--- config.mk ---
export PLATFORM = sky130hd
export DESIGN_NAME = incremental_bloom_byte_hash
export DESIGN_NICKNAME = d
export VERILOG_FILES = /design/src/ibbh_pkg.sv /design/src/ibbh_ctrl.sv /design/src/ibbh_dp.sv /design/src/incremental_bloom_byte_hash.sv
export SDC_FILE = /design/constraint.sdc
export NUM_CORES = 2
export LEC_CHECK = 0
export ABC_AREA = 1
export BUFFER_PORTS_ARGS = -buffer_cell sky130_fd_sc_hd__buf_2
export CELL_PAD_IN_SITES_DETAIL_PLACEMENT = 1
export CELL_PAD_IN_SITES_GLOBAL_PLACEMENT = 2
export CORE_ASPECT_RATIO = 1.25
export CORE_MARGIN = 1
export CORE_UTILIZATION = 44
export CTS_CLUSTER_DIAMETER = 40
export DETAILED_ROUTE_END_ITERATION = 10
export GPL_TIMING_DRIVEN = 1
export PLACE_DENSITY_LB_ADDON = 0.15
export SETUP_SLACK_MARGIN = 0.2
export SLEW_MARGIN = 30
export SYNTH_ARGS = -nofsm -noshare
export SYNTH_HDL_FRONTEND = slang
export SYNTH_SLANG_ARGS = --single-unit
--- constraint.sdc ---
create_clock -name clk -period 14.1 [get_ports clk]
set_input_delay 0.705 -clock clk [delete_from_list [all_inputs] [get_ports clk]]
set_output_delay 0.705 -clock clk [all_outputs]
set_load 0.01 [all_outputs]
--- src/ibbh_pkg.sv ---
// ----------------------------------------------------------------------------
// ibbh_pkg
// Shared types, operation codes and mixing functions for the incremental
// byte hash.
// ----------------------------------------------------------------------------
package ibbh_pkg;

  // Operation codes carried on the input tuser
  localparam logic [1:0] OP_PUSH    = 2'd0;
  localparam logic [1:0] OP_READ    = 2'd1;
  localparam logic [1:0] OP_RESTART = 2'd2;

  localparam logic [31:0] TAIL_MUL  = 32'hA5A5A5A5;
  localparam int unsigned PEND_DEPTH = 7;

  typedef enum logic [1:0] {
    ST_IDLE,
    ST_FIN_A,
    ST_FIN_B,
    ST_FIN_C
  } ibbh_state_t;

  // Controller to datapath commands
  typedef struct packed {
    logic push;
    logic restart;
    logic fin_load;
    logic fin_a;
    logic fin_b;
    logic fin_c;
  } ibbh_cmd_t;

  // Datapath to controller status
  typedef struct packed {
    logic out_busy;
  } ibbh_stat_t;

  // Additive mix: h ^ ~((h << 11) + (v ^ (h >> 5)))
  function automatic logic [31:0] mix_a(input logic [31:0] h, input logic [31:0] v);
    logic [31:0] sum;
    sum   = (h << 11) + (v ^ (h >> 5));
    mix_a = h ^ ~sum;
  endfunction

  // Multiplicative mix: h ^ (h << 7) ^ (v * (h >> 3)), modulo 2^32
  function automatic logic [31:0] mix_b(input logic [31:0] h, input logic [31:0] v);
    logic [31:0] prod;
    prod  = v * (h >> 3);
    mix_b = h ^ (h << 7) ^ prod;
  endfunction

endpackage

--- src/ibbh_ctrl.sv ---
// ----------------------------------------------------------------------------
// ibbh_ctrl
// Controller: accepts transfers in idle and sequences the three finalize
// steps of a read.
// ----------------------------------------------------------------------------
module ibbh_ctrl
  import ibbh_pkg::*;
(
  input  logic       clk,
  input  logic       rst,
  input  logic       in_valid,
  input  logic [1:0] in_op,
  output logic       in_ready,
  input  ibbh_stat_t stat,
  output ibbh_cmd_t  cmd
);

  ibbh_state_t state;
  ibbh_state_t state_next;
  logic        accept;

  // State register
  always_ff @(posedge clk) begin
    if (rst) begin
      state <= ST_IDLE;
    end else begin
      state <= state_next;
    end
  end

  assign in_ready = (state == ST_IDLE);
  assign accept   = in_valid && in_ready;

  // Next state and commands
  always_comb begin
    state_next = state;
    cmd        = '0;
    case (state)
      ST_IDLE: begin
        if (accept) begin
          case (in_op)
            OP_PUSH:    cmd.push    = 1'b1;
            OP_RESTART: cmd.restart = 1'b1;
            OP_READ: begin
              cmd.fin_load = 1'b1;
              state_next   = ST_FIN_A;
            end
            default: ;
          endcase
        end
      end
      ST_FIN_A: begin
        cmd.fin_a  = 1'b1;
        state_next = ST_FIN_B;
      end
      ST_FIN_B: begin
        cmd.fin_b  = 1'b1;
        state_next = ST_FIN_C;
      end
      ST_FIN_C: begin
        // hold until the output register is free
        if (!stat.out_busy) begin
          cmd.fin_c  = 1'b1;
          state_next = ST_IDLE;
        end
      end
      default: state_next = ST_IDLE;
    endcase
  end

endmodule

--- src/ibbh_dp.sv ---
// ----------------------------------------------------------------------------
// ibbh_dp
// Datapath: seed, running hash, pending bytes, finalize register and the
// output register.
// ----------------------------------------------------------------------------
module ibbh_dp
  import ibbh_pkg::*;
(
  input  logic        clk,
  input  logic        rst,
  input  logic        seed_wr_en,
  input  logic [31:0] seed_wr_data,
  input  logic [7:0]  in_byte,
  input  ibbh_cmd_t   cmd,
  output ibbh_stat_t  stat,
  output logic        out_valid,
  input  logic        out_ready,
  output logic [31:0] out_digest
);

  logic [31:0] seed;
  logic [31:0] running_hash;
  logic [31:0] running_hash_next;
  logic [7:0]  pend [PEND_DEPTH];
  logic [2:0]  pend_count;
  logic [31:0] fin_hash;
  logic [31:0] blk_v1;
  logic [31:0] blk_v2;
  logic [31:0] fin_v1;
  logic [31:0] fin_w;
  logic [31:0] fin_b_hash;
  logic [7:0]  tail_byte;
  logic [1:0]  tail_loop;
  logic [31:0] tail_prod;
  logic [31:0] tail_hash;
  logic        hi_half;
  logic [1:0]  rem;

  assign stat.out_busy = out_valid && !out_ready;

  // Seed register
  always_ff @(posedge clk) begin
    if (rst) begin
      seed <= '0;
    end else if (seed_wr_en) begin
      seed <= seed_wr_data;
    end
  end

  // Block mix on the eighth byte, taken straight from the input; both
  // halves work on the hash as it stood before the block
  assign blk_v1 = {pend[0], pend[1], pend[2], pend[3]};
  assign blk_v2 = {pend[4], pend[5], pend[6], in_byte};
  assign running_hash_next = mix_b(running_hash, blk_v1) ^ mix_a(running_hash, blk_v2)
                             ^ running_hash;

  // Running hash and fill count
  always_ff @(posedge clk) begin
    if (rst) begin
      running_hash <= '0;
      pend_count   <= '0;
    end else if (cmd.restart) begin
      running_hash <= seed;
      pend_count   <= '0;
    end else if (cmd.push) begin
      if (pend_count == 3'(PEND_DEPTH)) begin
        running_hash <= running_hash_next;
        pend_count   <= '0;
      end else begin
        pend_count <= pend_count + 3'd1;
      end
    end
  end

  // Store a pushed byte at the fill position
  always_ff @(posedge clk) begin
    for (int i = 0; i < PEND_DEPTH; i++) begin
      if (cmd.push && pend_count == 3'(i)) begin
        pend[i] <= in_byte;
      end
    end
  end

  // Tail selection: upper half in play once four or more bytes are pending
  assign hi_half   = pend_count[2];
  assign rem       = pend_count[1:0];
  assign fin_v1    = {pend[0], pend[1], pend[2], pend[3]};
  assign fin_w     = hi_half ? {16'd0, pend[4], pend[5]} : {16'd0, pend[0], pend[1]};
  assign fin_b_hash = hi_half ? mix_b(fin_hash, fin_w) : mix_a(fin_hash, fin_w);
  assign tail_byte = rem[1] ? (hi_half ? pend[6] : pend[2])
                            : (hi_half ? pend[4] : pend[0]);
  assign tail_loop = {1'b0, hi_half} + {1'b0, (rem == 2'd3)};
  assign tail_prod = fin_hash * TAIL_MUL;
  assign tail_hash = fin_hash + (({24'd0, tail_byte} ^ tail_prod) + {30'd0, tail_loop});

  // Finalize register: advance one step per command
  always_ff @(posedge clk) begin
    if (cmd.fin_load) begin
      fin_hash <= running_hash;
    end else if (cmd.fin_a && hi_half) begin
      fin_hash <= mix_a(fin_hash, fin_v1);
    end else if (cmd.fin_b && rem[1]) begin
      fin_hash <= fin_b_hash;
    end
  end

  // Output register
  always_ff @(posedge clk) begin
    if (rst) begin
      out_valid <= 1'b0;
    end else if (cmd.fin_c) begin
      out_valid <= 1'b1;
    end else if (out_ready) begin
      out_valid <= 1'b0;
    end
  end

  always_ff @(posedge clk) begin
    if (cmd.fin_c) begin
      out_digest <= rem[0] ? tail_hash : fin_hash;
    end
  end

endmodule

--- src/incremental_bloom_byte_hash.sv ---
// ----------------------------------------------------------------------------
// incremental_bloom_byte_hash
// Seeded incremental 32-bit byte hash for Bloom filter indexing.
// ----------------------------------------------------------------------------
// A push (tuser 0) of the eighth byte of a block does its two-word mix in
// the accepting cycle, so bytes stream at one per clock while no read is
// being finalized. A restart (tuser 2) reloads the seed; a seed write takes
// effect at the next restart. In a read (tuser 1) the accepting cycle copies
// the hash, then a four-byte step and a two/three-byte step act on the
// finalize register and the single-byte tail step loads the output register;
// the tail step waits while the output register still holds an untaken
// digest. The read leaves the pending bytes in place. Code 3 is accepted and
// ignored.
module incremental_bloom_byte_hash
  import ibbh_pkg::*;
(
  input  logic        clk,
  input  logic        rst,
  input  logic        seed_wr_en,
  input  logic [31:0] seed_wr_data,
  input  logic        s_axis_tvalid,
  output logic        s_axis_tready,
  input  logic [7:0]  s_axis_tdata,  // [7:0] data_byte
  input  logic [1:0]  s_axis_tuser,  // [1:0] operation
  output logic        m_axis_tvalid,
  input  logic        m_axis_tready,
  output logic [31:0] m_axis_tdata   // [31:0] digest
);

  ibbh_cmd_t  cmd;
  ibbh_stat_t stat;

  ibbh_ctrl u_ctrl (
    .clk      (clk),
    .rst      (rst),
    .in_valid (s_axis_tvalid),
    .in_op    (s_axis_tuser),
    .in_ready (s_axis_tready),
    .stat     (stat),
    .cmd      (cmd)
  );

  ibbh_dp u_dp (
    .clk          (clk),
    .rst          (rst),
    .seed_wr_en   (seed_wr_en),
    .seed_wr_data (seed_wr_data),
    .in_byte      (s_axis_tdata),
    .cmd          (cmd),
    .stat         (stat),
    .out_valid    (m_axis_tvalid),
    .out_ready    (m_axis_tready),
    .out_digest   (m_axis_tdata)
  );

endmodule

# After elaboration in Yosys (flattened, before gate mapping)
# Memories as Yosys holds them, arrays and structs flattened.
# Index checks and enable logic that the tools add are counted.
# classes
add_sub_neg	7
mul	3
div_mod_pow	0
magnitude_cmp	0
n_eq_ne	16
shift	0
muxes	60
n_bitwise	16
reduce_logical	28
# ops
operator	n
XOR 32 bit	9
two-way mux 32 bit	8
adder 32 bit	4
NOT 32 bit	3
XOR 32 x 27 -> 32 bit	3
two-way mux 8 bit	9
multiplier 32 x 29 -> 32 bit	2
OR reduction 8 bit	6
adder 32 x 2 -> 32 bit	1
multiplier 32 x 32 -> 32 bit, second input constant	1
XOR 8 x 32 -> 32 bit	1
two-way mux 1 bit	29
two-way mux 3 bit	9
two-way mux 16 bit	1
== test 3 bit, second input constant	4
logical AND 1 bit	11
== test 2 bit, second input constant	4
one-hot mux 2 bit (4 select lines)	1
== test 3 x 2 -> 1 bit, second input constant	2
two-way mux 2 bit	3
inequality test 2 bit, second input constant	3
nonzero test 2 bit	3
== test 2 x 1 -> 1 bit, second input constant	2
logical NOT 2 bit	2
other kinds (9)	9
# totals
ff_bits	134
latch_bits	0
mem_bits_rw	56
romBits	0
in_bits	47
output_inout_bits	34
elab_cells	138
memories	1
# mem_list
name	words	width	rd	rd_clocked_by_memory_dff	write_ports	line	rtl
u_dp.pend	7	8	7	0	1	ibbh_dp.sv:24	logic [7:0] pend [PEND_DEPTH];

# Logic depth before layout (Yosys ltp)
# depth
ltp_word	14
depth_mapped	40
mapped_depth_nobuf	40

# Cells and area by module
# From an unflattened synthesis, not the netlist that was laid out.
# hier_totals
hier_cells	6547
area_unflattened_um2	51346.7
# modules_own_cells
module	n_inst	cells_per_inst	area_each_um2	seq_area_each_um2
ibbh_dp	1	6516	51135.3	4964.8
ibbh_ctrl	1	31	211.5	40.0

# Worst setup path after synthesis
# OpenSTA, ideal clock, no wires.
# synth_path
path_kind	register -> register
startpoint	register u_dp.fin_hash[12]
endpoint	register u_dp.out_digest[31], data pin
setup_ns	0.265
arrival_time_ns	7.483
required_time_ns	13.835
setup_slack_ns	6.352
path_stages_with_launch	39
n_path_buf	0
synth_period_minus_slack_ns	7.748
cell_sequence	edfxtp_1 ha_1 fa_1 fa_1 fa_1 fa_1 inv_1 fa_1 inv_1 fa_1 inv_1 fa_1 inv_1 ha_1 nand2_1 nor2_1 inv_1 o221ai_1 [3 not listed] nand2_1 nand2_1 nand2_1 a21oi_1 xor2_1 ha_1 ha_1 nand2_1 nor3_1 nand2_1 o2111ai_1 a31oi_1 inv_1 nand2_1 nand2_1 nand2_1 nand2_1 a21oi_1
# synth_via
elab_chain_len	5
# synth_rtl
element	line	rtl
start, declared	ibbh_dp.sv:26	logic [31:0] fin_hash;
start signal, assigned	ibbh_dp.sv:99	fin_hash <= running_hash;
start signal, assigned	ibbh_dp.sv:101	fin_hash <= mix_a(fin_hash, fin_v1);
start signal, assigned	ibbh_dp.sv:103	fin_hash <= fin_b_hash;
multiplier 32 x 32 -> 32 bit	ibbh_dp.sv:93	assign tail_prod = fin_hash * TAIL_MUL;
XOR 8 x 32 -> 32 bit	ibbh_dp.sv:94	assign tail_hash = fin_hash + (({24'd0, tail_byte} ^ tail_prod) + {30'd0, tail_loop});
adder 32 x 2 -> 32 bit	ibbh_dp.sv:94	
adder 32 bit *	ibbh_dp.sv:94	
two-way mux 32 bit *	ibbh_dp.sv:120	out_digest <= rem[0] ? tail_hash : fin_hash;
end signal, assigned	ibbh_dp.sv:120	
end, declared	ibbh_dp.sv:18	output logic [31:0] out_digest
# Mark *: on every way between the ends. The rest lies on a longest branch, timed or not.
# A chain may end at the register's enable or synchronous reset.

# Final worst setup path
# layout_path
startpoint	register u_dp.pend_count[2]
endpoint	register u_dp.fin_hash[27], data pin
# layout_via
elab_chain_len	9
word_cells_on_any_way	12
cone_classes	add/sub (1); mul (1); mux (5); bitwise (4); reduce/logical (1)
# layout_rtl
element	line	rtl
start, declared	ibbh_dp.sv:25	logic [2:0] pend_count;
start signal, assigned	ibbh_dp.sv:70	pend_count <= pend_count + 3'd1;
branches (longest 7 deep; another with multiplier 32 x 29 -> 32 bit)	n/a	
two-way mux 32 bit *	ibbh_dp.sv:100	end else if (cmd.fin_a && hi_half) begin
two-way mux 32 bit *	ibbh_dp.sv:98	if (cmd.fin_load) begin
# Mark *: on every way between the ends. The select of a mux whose other input is x is not followed.

==> run metrics <==
status=completed; Synth Area in Compound Gates=6.79%; number of global-route vias before repair=46900; Critical Path AT=8940 ps; Final Skew=22.8 ps; Hold Path Depth=3; main combinational cell family by area after synthesis=adder cells; PostCTS Resize Cnt=0; Critical Path Source Type=register; Final Max Slew Viols=0; die area=0.117 mm²; Worst-Skew Late Latency=530 ps; FF-to-FF path depth=32; first-pass GRT wire length=290 mm; CTS max path bufs=2; maxcap violations=0; core area=0.114 mm²; First DRT Iteration DRCs=1897; CTS Buf Count=17; ratio of cells with drive above 1 in the final layout=4.67%; Post-synth top cells=inv_1 (1532), nand2_1 (1405), fa_1 (881), ha_1 (505), nor2_1 (281); Setup Buffers After CTS=0; Vias/cell=5.36; setup violators final=0; Synth Area in Adders=47.2%; flops & latches, synth=190; Net Count, Synth=7804; clock sinks=190; top achievable clock speed=115 MHz; unrepaired setup endpoints after global routing=false; headroom to the max-slew limit=36.0%; DRT Wirelength=192 mm; port bufs=80; DR pass1 iterations=5; Avg WL per Cell=24.6 µm; Worst Max-Slew Pin Slew=961 ps; Hold Buf Count CTS=0; CP required=14370 ps; Slowest Stage Delay on Critical Path=610 ps; post-route ant nets=0; ys async rst share=0%; CTS root buffer=clkbuf_16; most frequent CP cell=inv_1; hpwl dp=153 mm; Mapped Area=0.0508 mm²; H-Tree Depth=4; Inserted Diodes=0; synthesized instance count=6371; final worst-path cycle share=61.5%; Synth Area in Simple Gates=15.4%; Die X=306 µm; residual DRC count=0; top post-synthesis cells by area=fa_1 (35%), ha_1 (12%), inv_1 (11%); initial antenna violation count=1; Yosys cell types=53; Layout area overhead=5.47%; initial core utilization=44.6%; mux cell area share after synthesis=0.0394%; setup ws final=5430 ps; Clk pin slew, worst setup/hold paths=90 ps; die height=382 µm; share of the synthesized area in the top cell type=34.7%; # IOs=81; placer congestion estimate=0.944; Row Count=138; # nets final=7753; share of the yosys chip area belonging to registers=9.86%; Final min period=8670 ps; CP Capture Type=register; slowest stage cell, crit path=inv_1; Post-synth EDFFs=120; most numerous cell in the Yosys netlist=inv_1; CP Class=register to register; via count=41800; Setup TNS=0 ps; largest net degree at the start of global routing=56; pre-CTS setup slack=5390 ps; final hold violations=0; Synth Area in XOR/XNOR=7.26%; Crit Path Max Fanout=38; worst min path class=input port to register; Synth warnings=0; Overflow after GRT=0; largest area contributor in the netlist=fa_1; synthesized area per cell=7.97 µm²; Top FF cell, synth=edfxtp_1; GRT Overall Usage=33.6%; CTS tree=done
logic make-up (layout without fill, tap and decap cells):
| group | Yosys count | count (layout) |
|---|---|---|
| buf+inv | 1806 | 1768 |
| compound gates | 616 | 616 |
| flops | 190 | 190 |
| simple gates | 1951 | 1951 |
| fa+ha+maj | 1386 | 1386 |
| xor+xnor | 420 | 420 |
| mux | 2 | 2 |
routing by layer:
| metal | part of all wire, % | vias to the layer above | global-route usage (%) | routed length, µm |
|---|---|---|---|---|
| met5 | 0 | - | 0 | 0 |
| met4 | 6.0 | 0 | 17.4 | 11500 |
| met3 | 3.3 | 345 | 3.44 | 6420 |
| met2 | 52 | 857 | 61.8 | 99600 |
| met1 | 39 | 21700 | 38.2 | 74500 |
| li1 | - | 18900 | - | - |
state kept, by name, summed over array words and instances, names as in the netlist:
signal,flops
u_dp.out_valid,1
u_dp.running_hash,32
u_ctrl.state,2
u_dp.out_digest,32
u_dp.pend_count,3
u_dp.fin_hash,32
u_dp.seed,32
u_dp.pend,56
worst max-delay path: cells and delay by family (launching register included):
kind                       cells  cell delay (ps)
AOI/OAI and AO/OA              5             1170
adders and majority gates      7             3370
buffers and inverters         10             1840
DFF                            1              500
and+or+nand+nor               10             1460
stage by stage:
step	utilization, %	hold WS (ps)	instances	area (µm²)
detailed placement	46.5	475	7771	52900
global placement	46.4	478	7768	52800
global route	47.0	409	7803	53500
CTS	47.0	387	7803	53500
floorplan	-	463	6371	50800
finish	47.0	404	7803	53500
final timing paths:
kind / slack, ps / end / from
setup / recovery: 5430 / u_dp.fin_hash[27] / u_dp.pend_count[2]
hold / removal: 400 / u_dp.seed[16] / seed_wr_data[16]
setup reg to reg: 5430 / u_dp.fin_hash[27] / u_dp.pend_count[2]
hold reg to reg: 490 / u_dp.running_hash[4] / u_dp.seed[4]
layout make-up:
cell class | count | area [µm²]
timing repair buffer | 199 | 1320
tap | 1470 | 1840
sequential | 190 | 5020
fill | 14000 | 60300
inverter | 1537 | 5770
multi-input combinational | 4375 | 39000
clock inverter | 14 | 183
clock buffer | 18 | 439
layout by cell type (no fill, tap or decap), types with 14 or more instances in the layout:
cell and count:
inv_1 1530, nand2_1 1405, fa_1 881, ha_1 505, nor2_1 279, a21oi_1 247
xor2_1 237, o21ai_0 211, xnor2_1 182, nand3_1 141, edfxtp_1 120, buf_4 116
buf_2 80, dfxtp_1 61, a31oi_1 37, or2_2 33, nor3_1 28, nand3b_1 19
nand4_1 18, clkbuf_16 17, a22oi_1 15, a21o_1 14, o21a_1 14
Power is not shown: default switching activity piles up to over one toggle a cycle in this logic, so the estimate is an artifact.
